File: src/rtl/hsv_to_rgb_converter_macros.svh
// Assertion macros used by the converter RTL.
`ifndef HSV_TO_RGB_CONVERTER_MACROS_SVH
`define HSV_TO_RGB_CONVERTER_MACROS_SVH

// Same-cycle implication.
`define HSV_ASSERT_NOW(label, clk, rst_n, ante, cons) \
    label: assert property (@(posedge clk) disable iff (!rst_n) (ante) |-> (cons)) \
        else $error("assertion failed: same-cycle check");

// Next-cycle implication.
`define HSV_ASSERT_NEXT(label, clk, rst_n, ante, cons) \
    label: assert property (@(posedge clk) disable iff (!rst_n) (ante) |=> (cons)) \
        else $error("assertion failed: next-cycle check");

`endif

File: src/rtl/hsv2rgb_pkg.sv
`default_nettype none

package hsv2rgb_pkg;

    localparam int NUM_STAGES = 7;

    localparam int HUE_W  = 16;
    localparam int PCT_W  = 7;
    localparam int CHAN_W = 8;
    localparam int HMOD_W = 9;
    localparam int OFS_W  = 6;

    localparam int IN_TDATA_W  = 32;
    localparam int OUT_TDATA_W = 24;

    localparam logic [PCT_W-1:0]  PCT_FULL   = 7'd100;
    localparam logic [HMOD_W-1:0] DEG_SECTOR = 9'd60;
    localparam logic [HUE_W-1:0]  DEG_FULL   = 16'd360;

    // floor(x/360) = (x*RECIP_360) >> SHIFT_360, exact for x < 2^16
    localparam logic [15:0] RECIP_360 = 16'd46604;
    localparam int          SHIFT_360 = 24;
    // floor(x/100) exact for x < 43690
    localparam logic [12:0] RECIP_100 = 13'd5243;
    localparam int          SHIFT_100 = 19;
    // floor(x/60) exact for x < 23831
    localparam logic [14:0] RECIP_60  = 15'd17477;
    localparam int          SHIFT_60  = 20;

    typedef struct packed {
        logic [NUM_STAGES-1:0] load;
    } t_pipe_ctl;

endpackage

`default_nettype wire

File: src/rtl/hsv_to_rgb_converter.sv
// HSV to RGB converter. Each input beat carries a hue in degrees (any 16-bit
// value, wrapped modulo 360), a saturation and a value in percent (above 100
// treated as 100); each output beat carries 8-bit red, green and blue. The
// block takes one beat per clock when not stalled and runs it through a
// seven-stage pipeline of constant-reciprocal multiplies (hue wrap, peak
// scale, floor scale, ramp) and a final sector select. Every stage holds its
// beat under back-pressure and bubbles are squeezed out, so input stays ready
// while any stage is free.
`default_nettype none

`include "hsv_to_rgb_converter_macros.svh"

module hsv_to_rgb_converter
    import hsv2rgb_pkg::*;
(
    input  wire logic                   i_clk,
    input  wire logic                   i_rst_n,
    input  wire logic                   i_s_axis_tvalid,
    output logic                        o_s_axis_tready,
    // hue[15:0], saturation[22:16], brightness[29:23], zero pad[31:30]
    input  wire logic [IN_TDATA_W-1:0]  i_s_axis_tdata,
    output logic                        o_m_axis_tvalid,
    input  wire logic                   i_m_axis_tready,
    // red[7:0], green[15:8], blue[23:16]
    output logic      [OUT_TDATA_W-1:0] o_m_axis_tdata
);

    localparam int LAST = NUM_STAGES - 1;

    logic [NUM_STAGES-1:0] r_valid, n_valid;
    logic [NUM_STAGES-1:0] w_ready;
    logic [NUM_STAGES-1:0] w_taken;
    t_pipe_ctl             w_ctl;
    logic [CHAN_W-1:0]     w_red, w_green, w_blue;

    always_comb begin
        w_ready[LAST] = !r_valid[LAST] || i_m_axis_tready;
        w_taken[LAST] = r_valid[LAST] && i_m_axis_tready;
        for (int k = LAST - 1; k >= 0; k--) begin
            w_taken[k] = r_valid[k] && w_ready[k+1];
            w_ready[k] = !r_valid[k] || w_ready[k+1];
        end
        w_ctl.load[0] = i_s_axis_tvalid && w_ready[0];
        for (int k = 1; k < NUM_STAGES; k++) begin
            w_ctl.load[k] = r_valid[k-1] && w_ready[k];
        end
        n_valid = w_ctl.load | (r_valid & ~w_taken);
    end

    always_ff @(posedge i_clk) begin
        if (!i_rst_n) begin
            r_valid <= '0;
        end else begin
            r_valid <= n_valid;
        end
    end

    hsv2rgb_datapath u_datapath (
        .i_clk        (i_clk),
        .i_ctl        (w_ctl),
        .i_hue        (i_s_axis_tdata[HUE_W-1:0]),
        .i_saturation (i_s_axis_tdata[HUE_W +: PCT_W]),
        .i_brightness (i_s_axis_tdata[HUE_W+PCT_W +: PCT_W]),
        .o_red        (w_red),
        .o_green      (w_green),
        .o_blue       (w_blue)
    );

    assign o_s_axis_tready = w_ready[0];
    assign o_m_axis_tvalid = r_valid[LAST];
    assign o_m_axis_tdata  = {w_blue, w_green, w_red};

    `HSV_ASSERT_NEXT(a_accept_fills_first, i_clk, i_rst_n, i_s_axis_tvalid && o_s_axis_tready, r_valid[0])
    `HSV_ASSERT_NOW(a_full_stall_blocks_input, i_clk, i_rst_n, (&r_valid) && !i_m_axis_tready, !o_s_axis_tready)
    `HSV_ASSERT_NOW(a_last_load_has_source, i_clk, i_rst_n, w_ctl.load[LAST], r_valid[LAST-1])
    `HSV_ASSERT_NOW(a_bubble_means_ready, i_clk, i_rst_n, !(&r_valid), o_s_axis_tready)

endmodule

`default_nettype wire

File: src/rtl/hsv2rgb_datapath.sv
`default_nettype none

module hsv2rgb_datapath
    import hsv2rgb_pkg::*;
(
    input  wire logic              i_clk,
    input  wire t_pipe_ctl         i_ctl,
    input  wire logic [HUE_W-1:0]  i_hue,
    input  wire logic [PCT_W-1:0]  i_saturation,
    input  wire logic [PCT_W-1:0]  i_brightness,
    output logic      [CHAN_W-1:0] o_red,
    output logic      [CHAN_W-1:0] o_green,
    output logic      [CHAN_W-1:0] o_blue
);

    typedef enum logic [2:0] {
        SEC_RED     = 3'd0,
        SEC_YELLOW  = 3'd1,
        SEC_GREEN   = 3'd2,
        SEC_CYAN    = 3'd3,
        SEC_BLUE    = 3'd4,
        SEC_MAGENTA = 3'd5
    } t_sector;

    // stage 0
    logic [PCT_W-1:0]  n_sat_c, n_bri_c;
    logic [31:0]       n_hq_prod;
    logic [HUE_W-1:0]  r0_hue;
    logic [7:0]        r0_hq;
    logic [14:0]       r0_vx;
    logic [PCT_W-1:0]  r0_sinv;
    // stage 1
    logic [HUE_W-1:0]  n_hsub;
    logic [27:0]       n_top_prod;
    logic [HMOD_W-1:0] r1_hmod;
    logic [CHAN_W-1:0] r1_top;
    logic [PCT_W-1:0]  r1_sinv;
    // stage 2
    t_sector           n_sector;
    logic [HMOD_W-1:0] n_base;
    logic [HMOD_W-1:0] n_ofs_full;
    logic [14:0]       r2_prod;
    logic [CHAN_W-1:0] r2_top;
    t_sector           r2_sector;
    logic [OFS_W-1:0]  r2_offset;
    // stage 3
    logic [27:0]       n_bot_prod;
    logic [CHAN_W-1:0] r3_bot, r3_top;
    t_sector           r3_sector;
    logic [OFS_W-1:0]  r3_offset;
    // stage 4
    logic [CHAN_W-1:0] n_span;
    logic [13:0]       r4_rp;
    logic [CHAN_W-1:0] r4_bot, r4_top;
    t_sector           r4_sector;
    // stage 5
    logic [28:0]       n_ramp_prod;
    logic [CHAN_W-1:0] r5_ramp, r5_bot, r5_top;
    t_sector           r5_sector;
    // stage 6
    logic [CHAN_W-1:0] n_rise, n_fall;
    logic [CHAN_W-1:0] n_red, n_green, n_blue;
    logic [CHAN_W-1:0] r6_red, r6_green, r6_blue;

    always_comb begin
        n_sat_c   = (i_saturation > PCT_FULL) ? PCT_FULL : i_saturation;
        n_bri_c   = (i_brightness > PCT_FULL) ? PCT_FULL : i_brightness;
        n_hq_prod = 32'(i_hue) * 32'(RECIP_360);
    end

    always_ff @(posedge i_clk) begin
        if (i_ctl.load[0]) begin
            r0_hue  <= i_hue;
            r0_hq   <= n_hq_prod[SHIFT_360 +: 8];
            r0_vx   <= {n_bri_c, 8'd0} - 15'(n_bri_c);
            r0_sinv <= PCT_FULL - n_sat_c;
        end
    end

    always_comb begin
        n_hsub     = r0_hue - 16'(r0_hq) * DEG_FULL;
        n_top_prod = 28'(r0_vx) * 28'(RECIP_100);
    end

    always_ff @(posedge i_clk) begin
        if (i_ctl.load[1]) begin
            r1_hmod <= n_hsub[HMOD_W-1:0];
            r1_top  <= n_top_prod[SHIFT_100 +: CHAN_W];
            r1_sinv <= r0_sinv;
        end
    end

    always_comb begin
        if (r1_hmod >= 9'(5 * DEG_SECTOR)) begin
            n_sector = SEC_MAGENTA;
            n_base   = 9'(5 * DEG_SECTOR);
        end else if (r1_hmod >= 9'(4 * DEG_SECTOR)) begin
            n_sector = SEC_BLUE;
            n_base   = 9'(4 * DEG_SECTOR);
        end else if (r1_hmod >= 9'(3 * DEG_SECTOR)) begin
            n_sector = SEC_CYAN;
            n_base   = 9'(3 * DEG_SECTOR);
        end else if (r1_hmod >= 9'(2 * DEG_SECTOR)) begin
            n_sector = SEC_GREEN;
            n_base   = 9'(2 * DEG_SECTOR);
        end else if (r1_hmod >= DEG_SECTOR) begin
            n_sector = SEC_YELLOW;
            n_base   = DEG_SECTOR;
        end else begin
            n_sector = SEC_RED;
            n_base   = '0;
        end
        n_ofs_full = r1_hmod - n_base;
    end

    always_ff @(posedge i_clk) begin
        if (i_ctl.load[2]) begin
            r2_prod   <= 15'(r1_top) * 15'(r1_sinv);
            r2_top    <= r1_top;
            r2_sector <= n_sector;
            r2_offset <= n_ofs_full[OFS_W-1:0];
        end
    end

    assign n_bot_prod = 28'(r2_prod) * 28'(RECIP_100);

    always_ff @(posedge i_clk) begin
        if (i_ctl.load[3]) begin
            r3_bot    <= n_bot_prod[SHIFT_100 +: CHAN_W];
            r3_top    <= r2_top;
            r3_sector <= r2_sector;
            r3_offset <= r2_offset;
        end
    end

    assign n_span = r3_top - r3_bot;

    always_ff @(posedge i_clk) begin
        if (i_ctl.load[4]) begin
            r4_rp     <= 14'(n_span) * 14'(r3_offset);
            r4_bot    <= r3_bot;
            r4_top    <= r3_top;
            r4_sector <= r3_sector;
        end
    end

    assign n_ramp_prod = 29'(r4_rp) * 29'(RECIP_60);

    always_ff @(posedge i_clk) begin
        if (i_ctl.load[5]) begin
            r5_ramp   <= n_ramp_prod[SHIFT_60 +: CHAN_W];
            r5_bot    <= r4_bot;
            r5_top    <= r4_top;
            r5_sector <= r4_sector;
        end
    end

    always_comb begin
        n_rise = r5_bot + r5_ramp;
        n_fall = r5_top - r5_ramp;
        unique case (r5_sector)
            SEC_RED: begin
                n_red = r5_top;  n_green = n_rise; n_blue = r5_bot;
            end
            SEC_YELLOW: begin
                n_red = n_fall;  n_green = r5_top; n_blue = r5_bot;
            end
            SEC_GREEN: begin
                n_red = r5_bot;  n_green = r5_top; n_blue = n_rise;
            end
            SEC_CYAN: begin
                n_red = r5_bot;  n_green = n_fall; n_blue = r5_top;
            end
            SEC_BLUE: begin
                n_red = n_rise;  n_green = r5_bot; n_blue = r5_top;
            end
            default: begin
                n_red = r5_top;  n_green = r5_bot; n_blue = n_fall;
            end
        endcase
    end

    always_ff @(posedge i_clk) begin
        if (i_ctl.load[6]) begin
            r6_red   <= n_red;
            r6_green <= n_green;
            r6_blue  <= n_blue;
        end
    end

    assign o_red   = r6_red;
    assign o_green = r6_green;
    assign o_blue  = r6_blue;

endmodule

`default_nettype wire

File: config.mk
export PLATFORM = sky130hd
export DESIGN_NAME = hsv_to_rgb_converter
export DESIGN_NICKNAME = d
export VERILOG_FILES = /design/src/rtl/hsv2rgb_pkg.sv /design/src/rtl/hsv_to_rgb_converter.sv /design/src/rtl/hsv2rgb_datapath.sv
export VERILOG_INCLUDE_DIRS = /design/src /design/src/rtl
export SDC_FILE = /design/constraint.sdc
export NUM_CORES = 1
export LEC_CHECK = 0
export BUFFER_PORTS_ARGS = -buffer_cell sky130_fd_sc_hd__buf_2
export CAP_MARGIN = 25
export CORE_MARGIN = 8
export CORE_UTILIZATION = 50
export DETAILED_ROUTE_END_ITERATION = 8
export PLACE_DENSITY = 0.69
export RECOVER_POWER = 50
export SLEW_MARGIN = 20
export SYNTH_ARGS = -nofsm -noshare
export SYNTH_HDL_FRONTEND = slang
export SYNTH_SLANG_ARGS = --single-unit
File: constraint.sdc
create_clock -name i_clk -period 5.5 [get_ports i_clk]
set_input_delay 0.275 -clock i_clk [delete_from_list [all_inputs] [get_ports i_clk]]
set_output_delay 0.275 -clock i_clk [all_outputs]
set_load 0.05 [all_outputs]
==> reports/qor.yml <==
status: "completed"
final_cell_count_no_fill: 3055
rr_worst_depth: 15
vias: 15900
synth-main-ff-cell: "edfxtp_1"
hold_viol: 0
crit_cells: 21
drc_errors: 0
rows: 81
synth_top_area_cell: "edfxtp_1"
grt.overflow.total: 0
antenna_left: 0
place.gp.congestion: 0.892
cts_tree: "built"
routedWlPerCell_um: 14.8
portBuffers: 59
fin_skew_ns: 0.0334
coreArea_sq_um: 48600
ctsLongestPathBuffers: 3
startpoint_type: "input port"
rsz0062_at_grt: "yes"
drv_cap: 0
finalNetCount: 3194
num_antenna_cells: 0
setup_tns_ns: 0
slew_viol_final: 0
regToRegSetupSlack_ns: 0.27
cts-root-buf: "clkbuf_16"
critPathLaunch: "i_s_axis_tdata[5]"
critPathCapture: "u_datapath.r0_hq[5]"
dp_cells: 3007
worst_setup_path_end_kind: "register"
async_flop_share: 0
syn2layout_area_growth_pct: 9.21
timing.fmax_ghz: 0.191
die_y_um: 237
crit_chain: "buf_2, ha_4, inv_2, fa_1, inv_1, fa_1, inv_1, fa_1, inv_1, fa_1, inv_1, fa_1, inv_1, ha_1, or4_1, a21oi_1, o31a_2, o22ai_2, o41a_1, or4_1, nand3_1"
cts_inserted_buffers: 24
syn_avg_cell_area_sq_um: 10.6
drtIter0Drc: 589
max_stage_delay_ns: 0.53
finalSetupViolCount: 0
synth_top_area_share: 0.248
ys_seq_elements: 209
syn_area_sq_um: 24500
hold_class: "input port to register"
cts_hold_buffers: 0
finalCriticalPeriod_ns: 5.24
ioPinCount: 62
yosysWarnings: 0
required_ns: 5.88
critPathSlowestCell: "fa_1"
ys_top_cells_by_count: "inv_1, ha_1, fa_1"
pre_cts_slack_ns: -0.252
r2r-end: "u_datapath.r1_top[7]"
path_clk_slew_ns: 0.06
cp_max_fo: 2
synth_edf_count: 202
routed_wl_um: 45300
rr_startpoint: "u_datapath.r0_vx[11]"
vias_per_cell: 5.19
final.period_utilization: 0.952
synthCells: 2305
crit_family: "adder cells"
grt_pass1_wl_um: 78800
cts.sinks: 209
antenna_found_initial: 0
syn-num-nets: 3084
post_dp_cell_area_sq_um: 25900
synth.most_common_cell: "inv_1"
drive_above_1_share: 0.0707
synth-seq-area-share: 0.254
grt_util_all_layers: 0.165
tightest_slew_ns: 1.03
synth_area_leaders: "edfxtp_1, ha_1, fa_1"
grt_pass1_vias: 17400
final_area_sq_um: 26700
grt_max_degree: 34
critPathKind: "input port to register"
firstDrtPassIters: 7
hpwl_um: 38300
cp.buffers_inverters: 7
fin_ws_ns: 0.264
netlist-cell-type-count: 70
start_util: 0.503
die_area_sq_um: 56300
cp_data_arrival_time_ns: 5.62
clock_latency_ns: 0.55
die_w_um: 237
slew_headroom: 0.311
h-tree-depth: 1
final cells by class:
type,count,area [sq um]
multi-input cells,1488,16100
fillers,4192,21900
clock inverters,17,174
inverters,588,2210
repair buffers,104,653
clock buffers,27,612
well taps,622,778
flip-flops and latches,209,6210
layer usage:
metal,up-vias,part of all wire,global-route usage
met5,-,0,0
met4,0,0.026,0.0431
met3,81,0.031,0.0218
met2,222,0.51,0.307
met1,7759,0.44,0.198
li1,7789,-,-
how the worst min path moves through the flow:
| stage | startpoint | endpoint | slack, ns | cells past startpoint |
|---|---|---|---|---|
| floorplan | i_s_axis_tdata[0] | u_datapath.r0_hue[0] | 0.37 | 0 |
| global placement | u_datapath.r2_sector[2] | u_datapath.r3_sector[2] | 0.40 | 0 |
| detailed placement | u_datapath.r1_hmod[1] | u_datapath.r2_offset[1] | 0.40 | 0 |
| CTS | i_s_axis_tdata[16] | u_datapath.r0_sinv[0] | 0.02 | 3 |
| global route | i_s_axis_tdata[16] | u_datapath.r0_sinv[0] | 0.04 | 3 |
| finish | i_s_axis_tdata[16] | u_datapath.r0_sinv[0] | 0.04 | 3 |
cells by family (layout without fill, tap and decap cells):
| group | Yosys count | in the layout | share of synthesized area |
|---|---|---|---|
| flip-flops | 209 | 209 | 0.254 |
| buffers and inverters | 608 | 736 | 0.0932 |
| XOR/XNOR | 99 | 99 | 0.0360 |
| AND/OR/NAND/NOR | 340 | 340 | 0.0700 |
| adder cells (fa/ha/maj) | 743 | 743 | 0.462 |
| AO/OA/AOI/OAI | 283 | 283 | 0.0761 |
| multiplexers | 23 | 23 | 0.00951 |
layout by cell type (no fill, tap or decap), drive strengths merged, types with 8 or more instances in the layout:
cell type and n:
nor2b 30, fa 267, xor2 26, nand2b 15
clkbuf 36, buf 95, a31oi 16, a21o 30
a21oi 73, nand3 19, mux2i 21, nand2 93
or3 8, edfxtp 202, xnor2 72, o21ai 60
and3 9, nor3 22, o21a 14, ha 476
inv 590, a21boi 8, and2 53, o21bai 14
nor2 62
flip-flops by register name (all words and copies together), names as in the netlist, 7 cells and up:
signal	cells
u_datapath.r0_hue	9
r_valid	7
u_datapath.r4_bot	8
u_datapath.o_green	8
u_datapath.o_red	8
u_datapath.r5_bot	8
u_datapath.r1_hmod	9
u_datapath.r5_ramp	8
u_datapath.r2_prod	15
u_datapath.r4_top	8
u_datapath.r1_top	8
u_datapath.r1_sinv	7
u_datapath.o_blue	8
u_datapath.r5_top	8
u_datapath.r3_top	8
u_datapath.r3_bot	8
u_datapath.r0_sinv	7
u_datapath.r4_rp	14
u_datapath.r2_top	8
u_datapath.r0_vx	15
stage by stage:
| step | hold WS, ns | utilization |
|---|---|---|
| after floorplan | 0.374 | - |
| after global placement | 0.401 | 0.531 |
| after detailed placement | 0.405 | 0.532 |
| after CTS | 0.0160 | 0.548 |
| after global routing | 0.0384 | 0.550 |
| final | 0.0415 | 0.550 |
tightest hold or removal path, delay by kind of cell:
| kind | cells | cell delay (ns) |
|---|---|---|
| buffers and inverters | 2 | 0.13 |
| AND/OR/NAND/NOR | 1 | 0.06 |
timing repair:
item	4_1_cts	5_1_grt
setup endpoints to repair	0	8
resized for setup	0	13
buffers inserted	0	2
Power is left out: the tool's default activity adds up to more than one toggle a clock period on the data nets, which glitch-free logic cannot reach.
